### src/rtl/ash_pkg.sv
// Package for the horizontal area-averaging shrink block.
// Payload structs, field widths, register indexes and fixed-point constants.
// No dependencies.
package ash_pkg;

	localparam int PIX_W     = 8;
	localparam int NUM_CH    = 4;
	localparam int SRC_W     = 13;
	localparam int DST_W     = 12;
	localparam int CFG_IDX_W = 2;
	localparam int FRAC_W    = 17;
	localparam int RECIP_W   = 17;
	localparam int SUM_W     = 16;
	localparam int DIV_NUM_W = 33;
	localparam int ROW_STEP  = 131072;

	typedef logic [CFG_IDX_W-1:0] cfg_idx_t;

	localparam cfg_idx_t CFG_SRC_WIDTH = 2'd0;
	localparam cfg_idx_t CFG_DST_WIDTH = 2'd1;

	localparam logic [FRAC_W-1:0]    ONE_FIX    = 17'h10000;
	localparam logic [SRC_W-1:0]     SRC_RST    = 13'd2;
	localparam logic [DST_W-1:0]     DST_RST    = 12'd1;
	localparam logic [RECIP_W-1:0]   RECIP_RST  = 17'd32768;
	localparam logic [DIV_NUM_W-1:0] TWO_POW_32 = {1'b1, 32'h0};

	typedef struct packed {
		logic [PIX_W-1:0] pixel_c0;
		logic [PIX_W-1:0] pixel_c1;
		logic [PIX_W-1:0] pixel_c2;
		logic [PIX_W-1:0] pixel_c3;
	} pix_t;

	typedef struct packed {
		logic [PIX_W-1:0] out_c0;
		logic [PIX_W-1:0] out_c1;
		logic [PIX_W-1:0] out_c2;
		logic [PIX_W-1:0] out_c3;
	} res_t;

	// classified item, front to back
	typedef struct packed {
		pix_t              px;
		logic              row_start;
		logic              emit;
		logic [FRAC_W-1:0] frac;
	} item_t;

endpackage

### src/rtl/ash_back.sv
// Back part: partial products, channel sum recurrence, reciprocal scaling
// and the output register. Uses ash_pkg.
module ash_back import ash_pkg::*; (
	input  logic               clk,
	input  logic               arst_n,
	input  logic               empty,
	output logic               pop,
	input  item_t              rd_item,
	input  logic [RECIP_W-1:0] recip,
	output logic               res_valid,
	input  logic               res_stall,
	output res_t               res
);

	logic [NUM_CH-1:0][PIX_W-1:0] px_a;
	logic [FRAC_W-1:0]            rest;
	logic [NUM_CH-1:0][24:0]      part_prod;
	logic [NUM_CH-1:0][24:0]      reload_prod;

	logic                         valid_s1;
	logic                         row_start_s1;
	logic                         emit_s1;
	logic [NUM_CH-1:0][PIX_W-1:0] px_s1;
	logic [NUM_CH-1:0][PIX_W-1:0] part_s1;
	logic [NUM_CH-1:0][PIX_W-1:0] reload_s1;

	logic [NUM_CH-1:0][SUM_W-1:0] sum_q;
	logic [NUM_CH-1:0][SUM_W-1:0] base;
	logic                         valid_s2;
	logic [NUM_CH-1:0][SUM_W:0]   total_s2;

	logic [NUM_CH-1:0][33:0]      scaled;
	logic [NUM_CH-1:0][PIX_W-1:0] out_q;
	logic                         res_valid_q;
	logic                         adv;

	assign adv  = !res_valid_q || !res_stall;
	assign pop  = adv && !empty;
	assign px_a = rd_item.px;
	assign rest = ONE_FIX - rd_item.frac;

	always_comb begin
		for (int c = 0; c < NUM_CH; c++) begin
			part_prod[c]   = 25'(px_a[c]) * 25'(rd_item.frac);
			reload_prod[c] = 25'(px_a[c]) * 25'(rest);
			base[c]        = row_start_s1 ? '0 : sum_q[c];
			scaled[c]      = 34'(total_s2[c]) * 34'(recip);
		end
	end

	always_ff @(posedge clk or negedge arst_n) begin
		if (!arst_n) begin
			valid_s1    <= 1'b0;
			valid_s2    <= 1'b0;
			res_valid_q <= 1'b0;
			sum_q       <= '0;
		end else if (adv) begin
			valid_s1    <= pop;
			valid_s2    <= valid_s1 && emit_s1;
			res_valid_q <= valid_s2;
			if (valid_s1) begin
				for (int c = 0; c < NUM_CH; c++)
					sum_q[c] <= emit_s1 ? SUM_W'(reload_s1[c])
						: base[c] + SUM_W'(px_s1[c]);
			end
		end
	end

	always_ff @(posedge clk) begin
		if (adv) begin
			row_start_s1 <= rd_item.row_start;
			emit_s1      <= rd_item.emit;
			px_s1        <= px_a;
			for (int c = 0; c < NUM_CH; c++) begin
				part_s1[c]   <= part_prod[c][23:16];
				reload_s1[c] <= reload_prod[c][23:16];
				total_s2[c]  <= (SUM_W+1)'(base[c]) + (SUM_W+1)'(part_s1[c]);
				out_q[c]     <= scaled[c][23:16];
			end
		end
	end

	assign res_valid = res_valid_q;
	assign res       = out_q;

endmodule

### config.mk
export PLATFORM = sky130hd
export DESIGN_NAME = ash_back
export DESIGN_NICKNAME = d
export VERILOG_FILES = /design/src/rtl/ash_pkg.sv /design/src/rtl/ash_back.sv
export SDC_FILE = /design/constraint.sdc
export NUM_CORES = 2
export LEC_CHECK = 0
export ABC_AREA = 1
export BUFFER_PORTS_ARGS = -buffer_cell sky130_fd_sc_hd__buf_2
export CAP_MARGIN = 0
export CORE_ASPECT_RATIO = 0.9
export CORE_UTILIZATION = 50
export DETAILED_ROUTE_END_ITERATION = 10
export PLACE_DENSITY = 0.63
export SYNTH_ARGS = -nofsm -noshare
export SYNTH_HDL_FRONTEND = slang
export SYNTH_SLANG_ARGS = --single-unit
### constraint.sdc
create_clock -name clk -period 36.8 [get_ports clk]
set_input_delay 11.04 -clock clk [delete_from_list [all_inputs] [get_ports clk]]
set_output_delay 11.04 -clock clk [all_outputs]
set_load 0.05 [all_outputs]
==> flow_metrics.env <==
export IMPL_wire_per_inst_um=17.5
export IMPL_setup_viol=0
export IMPL_fin_skew_ns=0.0304
export IMPL_ant_nets=0
export IMPL_slew_headroom=0.242
export IMPL_wl_met2_um=97000
export IMPL_max_stage_delay_ns=0.68
export IMPL_cts_hold_buf=0
export IMPL_drt_iter0_markers=4128
export IMPL_drv_slew=0
export IMPL_arrival_ns=12.51
export IMPL_die_width_um=416
export IMPL_synthesis_area_um2=77100
export IMPL_pre_cts_ws_ns=13.21
export IMPL_hold_path_class="reg2reg"
export IMPL_path_class="in2out"
export IMPL_initial_utilization=0.504
export IMPL_syn_avg_cell_area_um2=7.53
export IMPL_rr_startpoint="total_s2[39]"
export IMPL_hold_violations=0
export IMPL_synth_seq_cells=265
export IMPL_remaining_drc_errors=0
export IMPL_top_layer_used="met5"
export IMPL_cp_slowest_cell="nand2_4"
export IMPL_grt_max_degree=74
export IMPL_areaGrowthSynthToFinish_pct=3.95
export IMPL_routed_wl_um=211000
export IMPL_rsz0062_at_grt="false"
export IMPL_synth_area_top_cells="fa_1 37%, inv_1 13%, nand2_1 13%"
export IMPL_core_area_um2=153000
export IMPL_drive_above_1_share=0.0282
export IMPL_layout_commonest_cell="inv_1"
export IMPL_worst_pin_slew_ns=1.14
export IMPL_cts_inserted_buffers=38
export IMPL_yosys_warnings=0
export IMPL_portBuffers=105
export IMPL_clkSlewWorstSetupHoldPaths_ns=0.06
export IMPL_route_met3_wl_um=14900
export IMPL_dr_pass1_iters=6
export IMPL_postPlaceCellArea_um2=78900
export IMPL_synthCells=10300
export IMPL_clock_sinks=265
export IMPL_num_nets_final=12200
export IMPL_crit_required_ns=25.76
export IMPL_yosys_area_top_type="fa_1"
export IMPL_htree_levels=2
export IMPL_clk_latency_ns=0.62
export IMPL_hp_start="valid_s2"
export IMPL_critPathLaunchType="primary input"
export IMPL_num_io_pins=106
export IMPL_synth_top_cell_area_share=0.371
export IMPL_grt_pass1_wl_um=347000
export IMPL_crit_start="res_stall"
export IMPL_grt_overflow=0
export IMPL_dieArea_um2=156000
export IMPL_post_cts_resized=0
export IMPL_fin_crit_ns=23.55
export IMPL_drt_vias_per_instance=5.21
export IMPL_cts_root_buf="clkbuf_16"
export IMPL_yosys_cell_types_count=53
export IMPL_cap_violations=0
export IMPL_fillers=14800
export IMPL_die_h_um=375
export IMPL_yosysSeqAreaShare=0.0988
export IMPL_final_cell_mix="2,770 x inv_1, 2,587 x nand2_1, 1,428 x fa_1, 797 x nor2_1, 645 x ha_1"
export IMPL_crit_fanout=62
export IMPL_post_cts_setup_buffers=0
export IMPL_period_share=0.640
export IMPL_final_core_util=0.524
export IMPL_cts_path_max_buffers=3
export IMPL_grt_use_total=0.279
export IMPL_first_global_vias=65900
export IMPL_route_vias_total=62800
export IMPL_syn_num_nets=12400
export IMPL_cts_tree="done"
export IMPL_critical_path_most_common_cell="buf_2"
export IMPL_crit_chain="buf_2, nand2_4, inv_1, nor2_1, buf_2"
export IMPL_wl_met1_um=93800
export IMPL_fin_ws_ns=13.25
export IMPL_hpwl_um=157000
export IMPL_antenna_found_initial=6
export IMPL_fmax_ghz=0.0425
export IMPL_status="finished, final reports clean"
export IMPL_end_kind="output port"
export IMPL_final_cell_area_um2=80200
export IMPL_gp_congestion=0.931
export IMPL_tns_ns=0
export IMPL_num_rows=136
## worst max-delay path, delay by kind of cell
| family | cells | cell delay [ns] |
|---|---|---|
| buf+inv | 3 | 0.61 |
| simple gates | 2 | 0.85 |
## metrics by stage
step | instances | hold WS [ns]
final | 12100 | 0.452
after global routing | 12100 | 0.481
after CTS | 12100 | 0.455
after detailed placement | 12000 | 0.438
after global placement | 12000 | 0.436
after floorplan | 10300 | 0.420
## state kept, by name, summed over array words and instances (netlist names), 32 cells and up
| signal | cells |
|---|---|
| part_s1 | 32 |
| res | 32 |
| total_s2 | 68 |
| sum_q | 64 |
| reload_s1 | 32 |
| px_s1 | 32 |
## worst paths after layout
kind / endpoint / slack [ns] / cells past startpoint
worst max-delay path: pop / 13.25 / 5
worst min-delay path: res_valid / 0.45 / 2
worst max register to register: res[23] / 30.66 / 20
worst min register to register: res_valid / 0.45 / 2
max in group asynchronous: sum_q[4] / 25.41 / 2
min in group asynchronous: valid_s1 / 10.31 / 1
## synthesized netlist by cell type, drive strengths merged
library cell  number
o41ai              1
fa              1428
o221ai            23
ha               645
a21boi             5
nand3            271
edfxtp           198
nand4             61
and2              10
nor2             813
o2111ai            2
nor3b              4
a31o               2
o211ai            13
a21o              35
nand2           2594
buf              110
clkbuf           325
nor3              60
inv             2780
xnor2             52
o21ai            198
a21oi            282
nor4              11
o21ba              1
o31ai              8
clkinv             8
o21a               2
or2                8
dfrtp             67
nand3b            23
o22ai             20
a31oi             29
xor2             144
o2bb2ai            1
o21bai            16
## layout make-up
class	instances	area [µm²]	area share
antenna	1	2.50	0.0000312
timing repair buffer	168	1000	0.0125
inverter	2788	10500	0.131
sequential	265	7620	0.0951
clock inverter	28	270	0.00337
tap	2001	2500	0.0312
multi-input combinational	6762	57300	0.715
clock buffer	42	997	0.0124
## logic make-up (layout without fill, tap and decap cells)
kind of cell,count (synthesis),count (layout),share of synthesized area
adders and majority gates,2073,2073,0.475
DFF,265,265,0.0988
buffers and inverters,3223,3026,0.158
and+or+nand+nor,3855,3855,0.199
xor gates and xnor gates,196,196,0.0226
other,0,1,0
AOI/OAI and AO/OA,638,638,0.0463
## metal layers
metal  global-route usage  up-vias
li1                     -    29400
met1                0.390    31100
met2                0.460     1994
met3               0.0358      314
met4               0.0691        2
met5                    0        -
Power is left out: the tool's default activity adds up to more than one toggle a clock period on the data nets, which glitch-free logic cannot reach.
