--- src/rtl/ash_pkg.sv ---
// Package for the horizontal area-averaging shrink block.
// Payload structs, field widths, register indexes and fixed-point constants.
// No dependencies.
package ash_pkg;

	localparam int PIX_W     = 8;
	localparam int NUM_CH    = 4;
	localparam int SRC_W     = 13;
	localparam int DST_W     = 12;
	localparam int CFG_IDX_W = 2;
	localparam int FRAC_W    = 17;
	localparam int RECIP_W   = 17;
	localparam int SUM_W     = 16;
	localparam int DIV_NUM_W = 33;
	localparam int ROW_STEP  = 131072;

	typedef logic [CFG_IDX_W-1:0] cfg_idx_t;

	localparam cfg_idx_t CFG_SRC_WIDTH = 2'd0;
	localparam cfg_idx_t CFG_DST_WIDTH = 2'd1;

	localparam logic [FRAC_W-1:0]    ONE_FIX    = 17'h10000;
	localparam logic [SRC_W-1:0]     SRC_RST    = 13'd2;
	localparam logic [DST_W-1:0]     DST_RST    = 12'd1;
	localparam logic [RECIP_W-1:0]   RECIP_RST  = 17'd32768;
	localparam logic [DIV_NUM_W-1:0] TWO_POW_32 = {1'b1, 32'h0};

	typedef struct packed {
		logic [PIX_W-1:0] pixel_c0;
		logic [PIX_W-1:0] pixel_c1;
		logic [PIX_W-1:0] pixel_c2;
		logic [PIX_W-1:0] pixel_c3;
	} pix_t;

	typedef struct packed {
		logic [PIX_W-1:0] out_c0;
		logic [PIX_W-1:0] out_c1;
		logic [PIX_W-1:0] out_c2;
		logic [PIX_W-1:0] out_c3;
	} res_t;

	// classified item, front to back
	typedef struct packed {
		pix_t              px;
		logic              row_start;
		logic              emit;
		logic [FRAC_W-1:0] frac;
	} item_t;

endpackage

--- src/rtl/ash_div.sv ---
// Restoring divider, one quotient bit per clock.
// Used by the front part to derive the step and its reciprocal. No package use.
module ash_div #(
	parameter int NUM_W = 33,
	parameter int DEN_W = 29
) (
	input  logic             clk,
	input  logic             arst_n,
	input  logic             start,
	input  logic [NUM_W-1:0] num,
	input  logic [DEN_W-1:0] den,
	output logic             done,
	output logic [NUM_W-1:0] quo
);

	localparam int CNT_W = $clog2(NUM_W + 1);

	logic [DEN_W-1:0] rem_q;
	logic [NUM_W-1:0] quo_q;
	logic [DEN_W-1:0] den_q;
	logic [CNT_W-1:0] cnt_q;
	logic             busy_q;
	logic             done_q;

	logic [DEN_W:0] trial;
	logic [DEN_W:0] diff;
	logic           ge;

	always_comb begin
		trial = {rem_q, quo_q[NUM_W-1]};
		diff  = trial - {1'b0, den_q};
		ge    = trial >= {1'b0, den_q};
	end

	always_ff @(posedge clk or negedge arst_n) begin
		if (!arst_n) begin
			busy_q <= 1'b0;
			done_q <= 1'b0;
			cnt_q  <= '0;
		end else begin
			done_q <= 1'b0;
			if (start) begin
				busy_q <= 1'b1;
				cnt_q  <= CNT_W'(NUM_W);
			end else if (busy_q) begin
				cnt_q <= cnt_q - 1'b1;
				if (cnt_q == CNT_W'(1)) begin
					busy_q <= 1'b0;
					done_q <= 1'b1;
				end
			end
		end
	end

	always_ff @(posedge clk) begin
		if (start) begin
			rem_q <= '0;
			quo_q <= num;
			den_q <= den;
		end else if (busy_q) begin
			rem_q <= ge ? diff[DEN_W-1:0] : trial[DEN_W-1:0];
			quo_q <= {quo_q[NUM_W-2:0], ge};
		end
	end

	assign done = done_q;
	assign quo  = quo_q;

endmodule

--- src/rtl/ash_front.sv ---
// Front part: configuration registers, step/reciprocal derivation, and per-item
// column and fraction tracking that classifies each pixel. Uses ash_pkg, ash_div.
module ash_front import ash_pkg::*; #(
	parameter int MAX_WIDTH = 4096
) (
	input  logic             clk,
	input  logic             arst_n,
	input  logic             pix_valid,
	output logic             pix_stall,
	input  pix_t             pix,
	input  logic             cfg_valid,
	output logic             cfg_ready,
	input  cfg_idx_t         cfg_index,
	input  logic [SRC_W-1:0] cfg_data,
	input  logic             q_full,
	output logic             push,
	output item_t            item,
	output logic [RECIP_W-1:0] recip
);

	localparam int COL_W  = ($clog2(MAX_WIDTH) > SRC_W) ? SRC_W : $clog2(MAX_WIDTH);
	localparam int STEP_W = COL_W + 17;

	typedef enum logic [1:0] {ST_IDLE, ST_LOAD, ST_STEP, ST_RECIP} state_t;

	state_t              state_q;
	logic [SRC_W-1:0]    src_q;
	logic [DST_W-1:0]    dst_q;
	logic [STEP_W-1:0]   step_q;
	logic [RECIP_W-1:0]  recip_q;
	logic [COL_W-1:0]    col_q;
	logic [STEP_W-1:0]   frac_q;

	logic [SRC_W-1:0]     row_len;
	logic [DST_W-1:0]     dst_eff;
	logic                 div_start;
	logic                 div_done;
	logic [DIV_NUM_W-1:0] div_num;
	logic [STEP_W-1:0]    div_den;
	logic [DIV_NUM_W-1:0] div_quo;
	logic [STEP_W-1:0]    step_new;

	logic                accept;
	logic                cfg_wr;
	logic                cfg_known;
	logic [STEP_W-1:0]   cnt_cur;
	logic                emit;
	logic [FRAC_W-1:0]   rest;
	logic [STEP_W-1:0]   frac_next;
	logic [COL_W:0]      col_inc;
	logic                col_wrap;

	always_comb begin
		row_len = src_q;
		if (src_q == '0)
			row_len = SRC_W'(1);
		else if (int'(src_q) > MAX_WIDTH)
			row_len = SRC_W'(MAX_WIDTH);
		dst_eff = (dst_q == '0) ? DST_W'(1) : dst_q;
	end

	// step saturates at one source pixel per destination pixel
	always_comb begin
		if (div_quo < DIV_NUM_W'(ONE_FIX))
			step_new = STEP_W'(ONE_FIX);
		else
			step_new = div_quo[STEP_W-1:0];
	end

	assign div_start = (state_q == ST_LOAD) || ((state_q == ST_STEP) && div_done);
	assign div_num   = (state_q == ST_LOAD) ? DIV_NUM_W'({row_len, 16'h0}) : TWO_POW_32;
	assign div_den   = (state_q == ST_LOAD) ? STEP_W'(dst_eff) : step_new;

	ash_div #(
		.NUM_W(DIV_NUM_W),
		.DEN_W(STEP_W)
	) u_div (
		.clk   (clk),
		.arst_n(arst_n),
		.start (div_start),
		.num   (div_num),
		.den   (div_den),
		.done  (div_done),
		.quo   (div_quo)
	);

	assign cfg_ready = (state_q == ST_IDLE);
	assign pix_stall = (state_q != ST_IDLE) || q_full;
	assign accept    = pix_valid && !pix_stall;
	assign cfg_wr    = cfg_valid && cfg_ready;

	always_comb begin
		case (cfg_index) inside
			CFG_SRC_WIDTH, CFG_DST_WIDTH: cfg_known = 1'b1;
			default:                      cfg_known = 1'b0;
		endcase
	end

	always_comb begin
		cnt_cur   = (col_q == '0) ? step_q : frac_q;
		emit      = cnt_cur <= STEP_W'(ONE_FIX);
		rest      = ONE_FIX - cnt_cur[FRAC_W-1:0];
		frac_next = emit ? (step_q - STEP_W'(rest)) : (cnt_cur - STEP_W'(ONE_FIX));
		col_inc   = {1'b0, col_q} + 1'b1;
		col_wrap  = (SRC_W+1)'(col_inc) >= {1'b0, row_len};
	end

	assign push = accept;
	assign item = '{px: pix, row_start: (col_q == '0), emit: emit,
		frac: cnt_cur[FRAC_W-1:0]};
	assign recip = recip_q;

	always_ff @(posedge clk or negedge arst_n) begin
		if (!arst_n) begin
			state_q <= ST_IDLE;
			src_q   <= SRC_RST;
			dst_q   <= DST_RST;
			step_q  <= STEP_W'(ROW_STEP);
			recip_q <= RECIP_RST;
			col_q   <= '0;
			frac_q  <= '0;
		end else begin
			case (state_q)
				ST_IDLE: begin
					if (cfg_wr && cfg_known) begin
						if (cfg_index == CFG_SRC_WIDTH)
							src_q <= cfg_data;
						else
							dst_q <= cfg_data[DST_W-1:0];
						col_q   <= '0;
						state_q <= ST_LOAD;
					end else if (accept) begin
						frac_q <= frac_next;
						col_q  <= col_wrap ? '0 : col_inc[COL_W-1:0];
					end
				end
				ST_LOAD: state_q <= ST_STEP;
				ST_STEP: begin
					if (div_done) begin
						step_q  <= step_new;
						state_q <= ST_RECIP;
					end
				end
				ST_RECIP: begin
					if (div_done) begin
						recip_q <= div_quo[RECIP_W-1:0];
						state_q <= ST_IDLE;
					end
				end
				default: state_q <= ST_IDLE;
			endcase
		end
	end

endmodule

--- config.mk ---
export PLATFORM = sky130hd
export DESIGN_NAME = ash_front
export DESIGN_NICKNAME = d
export VERILOG_FILES = /design/src/rtl/ash_pkg.sv /design/src/rtl/ash_div.sv /design/src/rtl/ash_front.sv
export SDC_FILE = /design/constraint.sdc
export NUM_CORES = 1
export LEC_CHECK = 0
export ABC_AREA = 0
export BUFFER_PORTS_ARGS = -buffer_cell sky130_fd_sc_hd__buf_2
export CORE_MARGIN = 10
export CORE_UTILIZATION = 51
export DETAILED_ROUTE_END_ITERATION = 6
export PLACE_DENSITY_LB_ADDON = 0.2
export SLEW_MARGIN = 20
export SYNTH_ARGS = -nofsm -noshare
export SYNTH_HDL_FRONTEND = slang
export SYNTH_HIERARCHICAL = 1
export SYNTH_SLANG_ARGS = --single-unit
--- constraint.sdc ---
create_clock -name clk -period 4.6 [get_ports clk]
set_clock_uncertainty 0.15 [all_clocks]
set_input_delay 0.23 -clock clk [delete_from_list [all_inputs] [get_ports clk]]
set_output_delay 0.23 -clock clk [all_outputs]
set_load 0.02 [all_outputs]
==> results by group <==
Drt
  – DRC: 0
  – DRT iter0 DRCs: 771
  – Vias: 10991
  – Drt via density: 5.80
  – DRT Wirelength: 35800 um
  – 1st-pass router iterations: 5
  – DR WL/cell: 18.9 um
  – Final ANT Viol Nets: 0

Worst setup path
  – R2r setup slk: 0.14 ns
  – Worst Setup Path Type: register to register
  – Slowest library cell on the worst path: nor3_1
  – Setup crit start kind: register
  – Crit path buf inv count: 2
  – Family with the most delay on the worst path: simple AND/OR/NAND/NOR gates
  – Worst R2R Path Depth: 20
  – Data arrival, critical path: 4.70 ns
  – Crit path capture type: register
  – CP required: 4.84 ns
  – R2r endpoint: frac_q[21]
  – Reg2reg start: col_q[2]
  – CP peak stage delay: 0.48 ns
  – Worst path cell trace: nor3_1, nand3_4, nand2_4, o21ai_4, inv_1, ha_4, nor3b_4, mux2i_4, or3_4, xnor2_1, ha_1, a21o_1, a22oi_2, nand2_2, buf_6, o31ai_2, nand2_1, nor4b_2, xnor2_1, o21ai_0
  – Critical path's most frequent cell: xnor2_1
  – Max FO, Critical Path: 6

Run status
  – Outcome: finished, violations left
  – Failing checks: negative hold slack

Logic synthesis
  – Netlist Area Pre-Place: 0.0139 mm^2
  – Avg Inst Size Synth: 9.39 um^2
  – Ys Warns: 6
  – Yosys cell types: 85
  – Seq/Total Area, Yosys: 39.7%
  – Seq cells post-synth: 213
  – Main synth FF type: dfrtp_1
  – Ys async rst share: 57.3%
  – Post-Synthesis Cells: 1477
  – Number of synthesized flops with an enable pin: 62

Placed design
  – DP Wirelength: 25600 um
  – Placer Congestion: 0.944
  – Port Buffer Count: 58

Clock network
  – Root Driver: clkbuf_16
  – Clk buf depth: 3
  – CTS H-tree lvls: 1
  – Clk sinks: 213
  – Clk slew on worst S/H paths: 0.06 ns
  – Clk_lat worst skew: 0.52 ns
  – CTS tree: done
  – Num CTS Buffers: 26

STA
  – Tmin final: 4.46 ns
  – Final Cycle Share: 96.9%
  – Max Slew Vio Count: 0
  – Setup_tns: 0 ns
  – Final Hold Viols: 1
  – Worst Tran Pin Value: 0.778 ns
  – Fmax: 0.224 GHz
  – # setup viols final: 0
  – Final hold slack: -0.00386 ns
  – Relative slew slack: 47.6%

GRT
  – All-Layer GR Usage: 20.7%
  – First-pass GRT wire length: 57500 um
  – GR Overflow Total: 0
  – Initial antenna violation count: 0
  – Largest net degree at the start of global routing: 91
  – Vias in the first global route: 10703

Run
  – Max-cap violations: 0

Cells and area
  – N_diodes: 0
  – Most frequent cells in the layout: 157 x nand2_1, 117 x dfrtp_1, 94 x nor2_1
  – Reg area: 0.00550 mm^2
  – Filler cells: 2329
  – # nets final: 1658
  – Synth-to-layout area growth: 13.4%
  – Proportion of layout cells with a drive suffix above 1: 19.4%
  – Leading cell type in the layout, fill and taps excluded: nand2_1
  – Area of the multi-input gates: 0.00779 mm^2

Floorplanning
  – Die W: 185 um
  – Die boundary height: 185 um
  – Die area: 0.0342 mm^2
  – Area of the core: 0.0269 mm^2
  – I/O pin cnt: 123
  – Floorplan row count: 60
  – Initial Util: 51.6%

Min path
  – Worst hold path type: primary input to register
  – Hold Path Stages: 3
  – Critical hold path startpoint: cfg_index[0]
  – Hold EP: src_q[12]
## worst max path at each step
| stage | to | depth (start not counted) | slack, ns | start |
|---|---|---|---|---|
| CTS | frac_q[21] | 22 | 0.002 | col_q[1] |
| finish | frac_q[21] | 20 | 0.14 | col_q[2] |
| floorplan | frac_q[23] | 23 | -0.008 | col_q[0] |
| global placement | frac_q[21] | 23 | 0.08 | col_q[1] |
| detailed placement | frac_q[21] | 23 | -0.12 | col_q[1] |
| global route | frac_q[17] | 24 | -0.13 | col_q[1] |
## cells in the mapped netlist, drive strengths merged (17+ instances only)
library cell,n,share of area (%)
nand2,163,4.4
dfrtp,118,21
nor2,99,2.8
o21ai,97,3.5
mux2,88,7.2
a21oi,81,2.9
inv,73,2.0
ha,70,6.3
edfxtp,62,13
clkbuf,56,1.5
buf,54,2.8
xnor2,53,3.3
mux2i,49,3.7
xor2,37,2.3
a211oi,33,1.8
dfxtp,29,4.2
nand3,29,1.1
nor3,26,0.94
nor4,24,1.1
and3,23,1.1
nor2b,23,1.0
a21o,19,1.0
a31oi,17,0.77
## layout make-up
type	count	share of cell area (%)
clock inverter	7	0.541
timing repair buffer	121	5.51
clock buffer	41	4.89
sequential	213	35.0
inverter	75	1.83
tap	341	2.71
multi-input combinational	1097	49.5
## flip-flops by register name (all words and copies together), names as in the netlist, 13 cells and up
name	flops
u_div/den_q	29
step_q	29
frac_q	29
src_q	13
u_div/quo	33
recip	17
u_div/rem_q	29
## worst register-to-register path, cell delays in order, from the launching register on
cell     delay [ns]
dfrtp_1        0.37
nor3_1         0.48
nand3_4        0.22
nand2_4        0.12
o21ai_4        0.06
inv_1          0.10
ha_4           0.16
nor3b_4        0.22
mux2i_4        0.14
or3_4          0.38
xnor2_1        0.13
ha_1           0.33
a21o_1         0.22
a22oi_2        0.17
nand2_2        0.11
buf_6          0.15
o31ai_2        0.18
nand2_1        0.15
nor4b_2        0.27
xnor2_1        0.14
o21ai_0        0.08
## cells by family (layout without fill, tap and decap cells)
logic type               count (synthesis)  in the layout  share of synthesized area [%]
buffers and inverters                  185            244                           6.33
adder cells (fa/ha/maj)                 72             72                           6.60
multiplexers                           137            137                           10.9
XOR/XNOR                                90             90                           5.68
AND/OR/NAND/NOR                        458            458                           16.2
other                                    1             19                         0.0270
AO/OA/AOI/OAI                          321            321                           14.7
flip-flops                             213            213                           39.7
## routing by layer
layer / track usage (%) / vias up / wire length, um
li1: - / 5343 / -
met1: 27.9 / 5239 / 16000
met2: 34.3 / 348 / 17000
met3: 2.57 / 61 / 2050
met4: 5.23 / 0 / 786
met5: 0 / - / 0
## stage by stage
stage | std cells | setup WS [ns] | utilization [%] | hold slack (ns) | instance area, um^2
final | 1895 | 0.140 | 58.5 | -0.00386 | 15700
after global routing | 1895 | -0.131 | 58.5 | 0.0282 | 15700
after CTS | 1885 | 0.00187 | 57.5 | 0.102 | 15500
after detailed placement | 1820 | -0.119 | 53.6 | 0.307 | 14400
after global placement | 1820 | 0.0792 | 53.6 | 0.310 | 14400
after floorplan | 1495 | -0.00795 | - | -0.216 | 14000
## timing repair
item	4_1_cts	5_1_grt
gates cloned	0	1
endpoints found under the setup margin	10	18
pin swaps	0	20
hold buffers	14	0
hold endpoints to repair	94	0
resized for setup	4	42
setup buffers	3	8
Power is left out: the tool's default activity adds up to more than one toggle a clock period on the data nets, which glitch-free logic cannot reach.
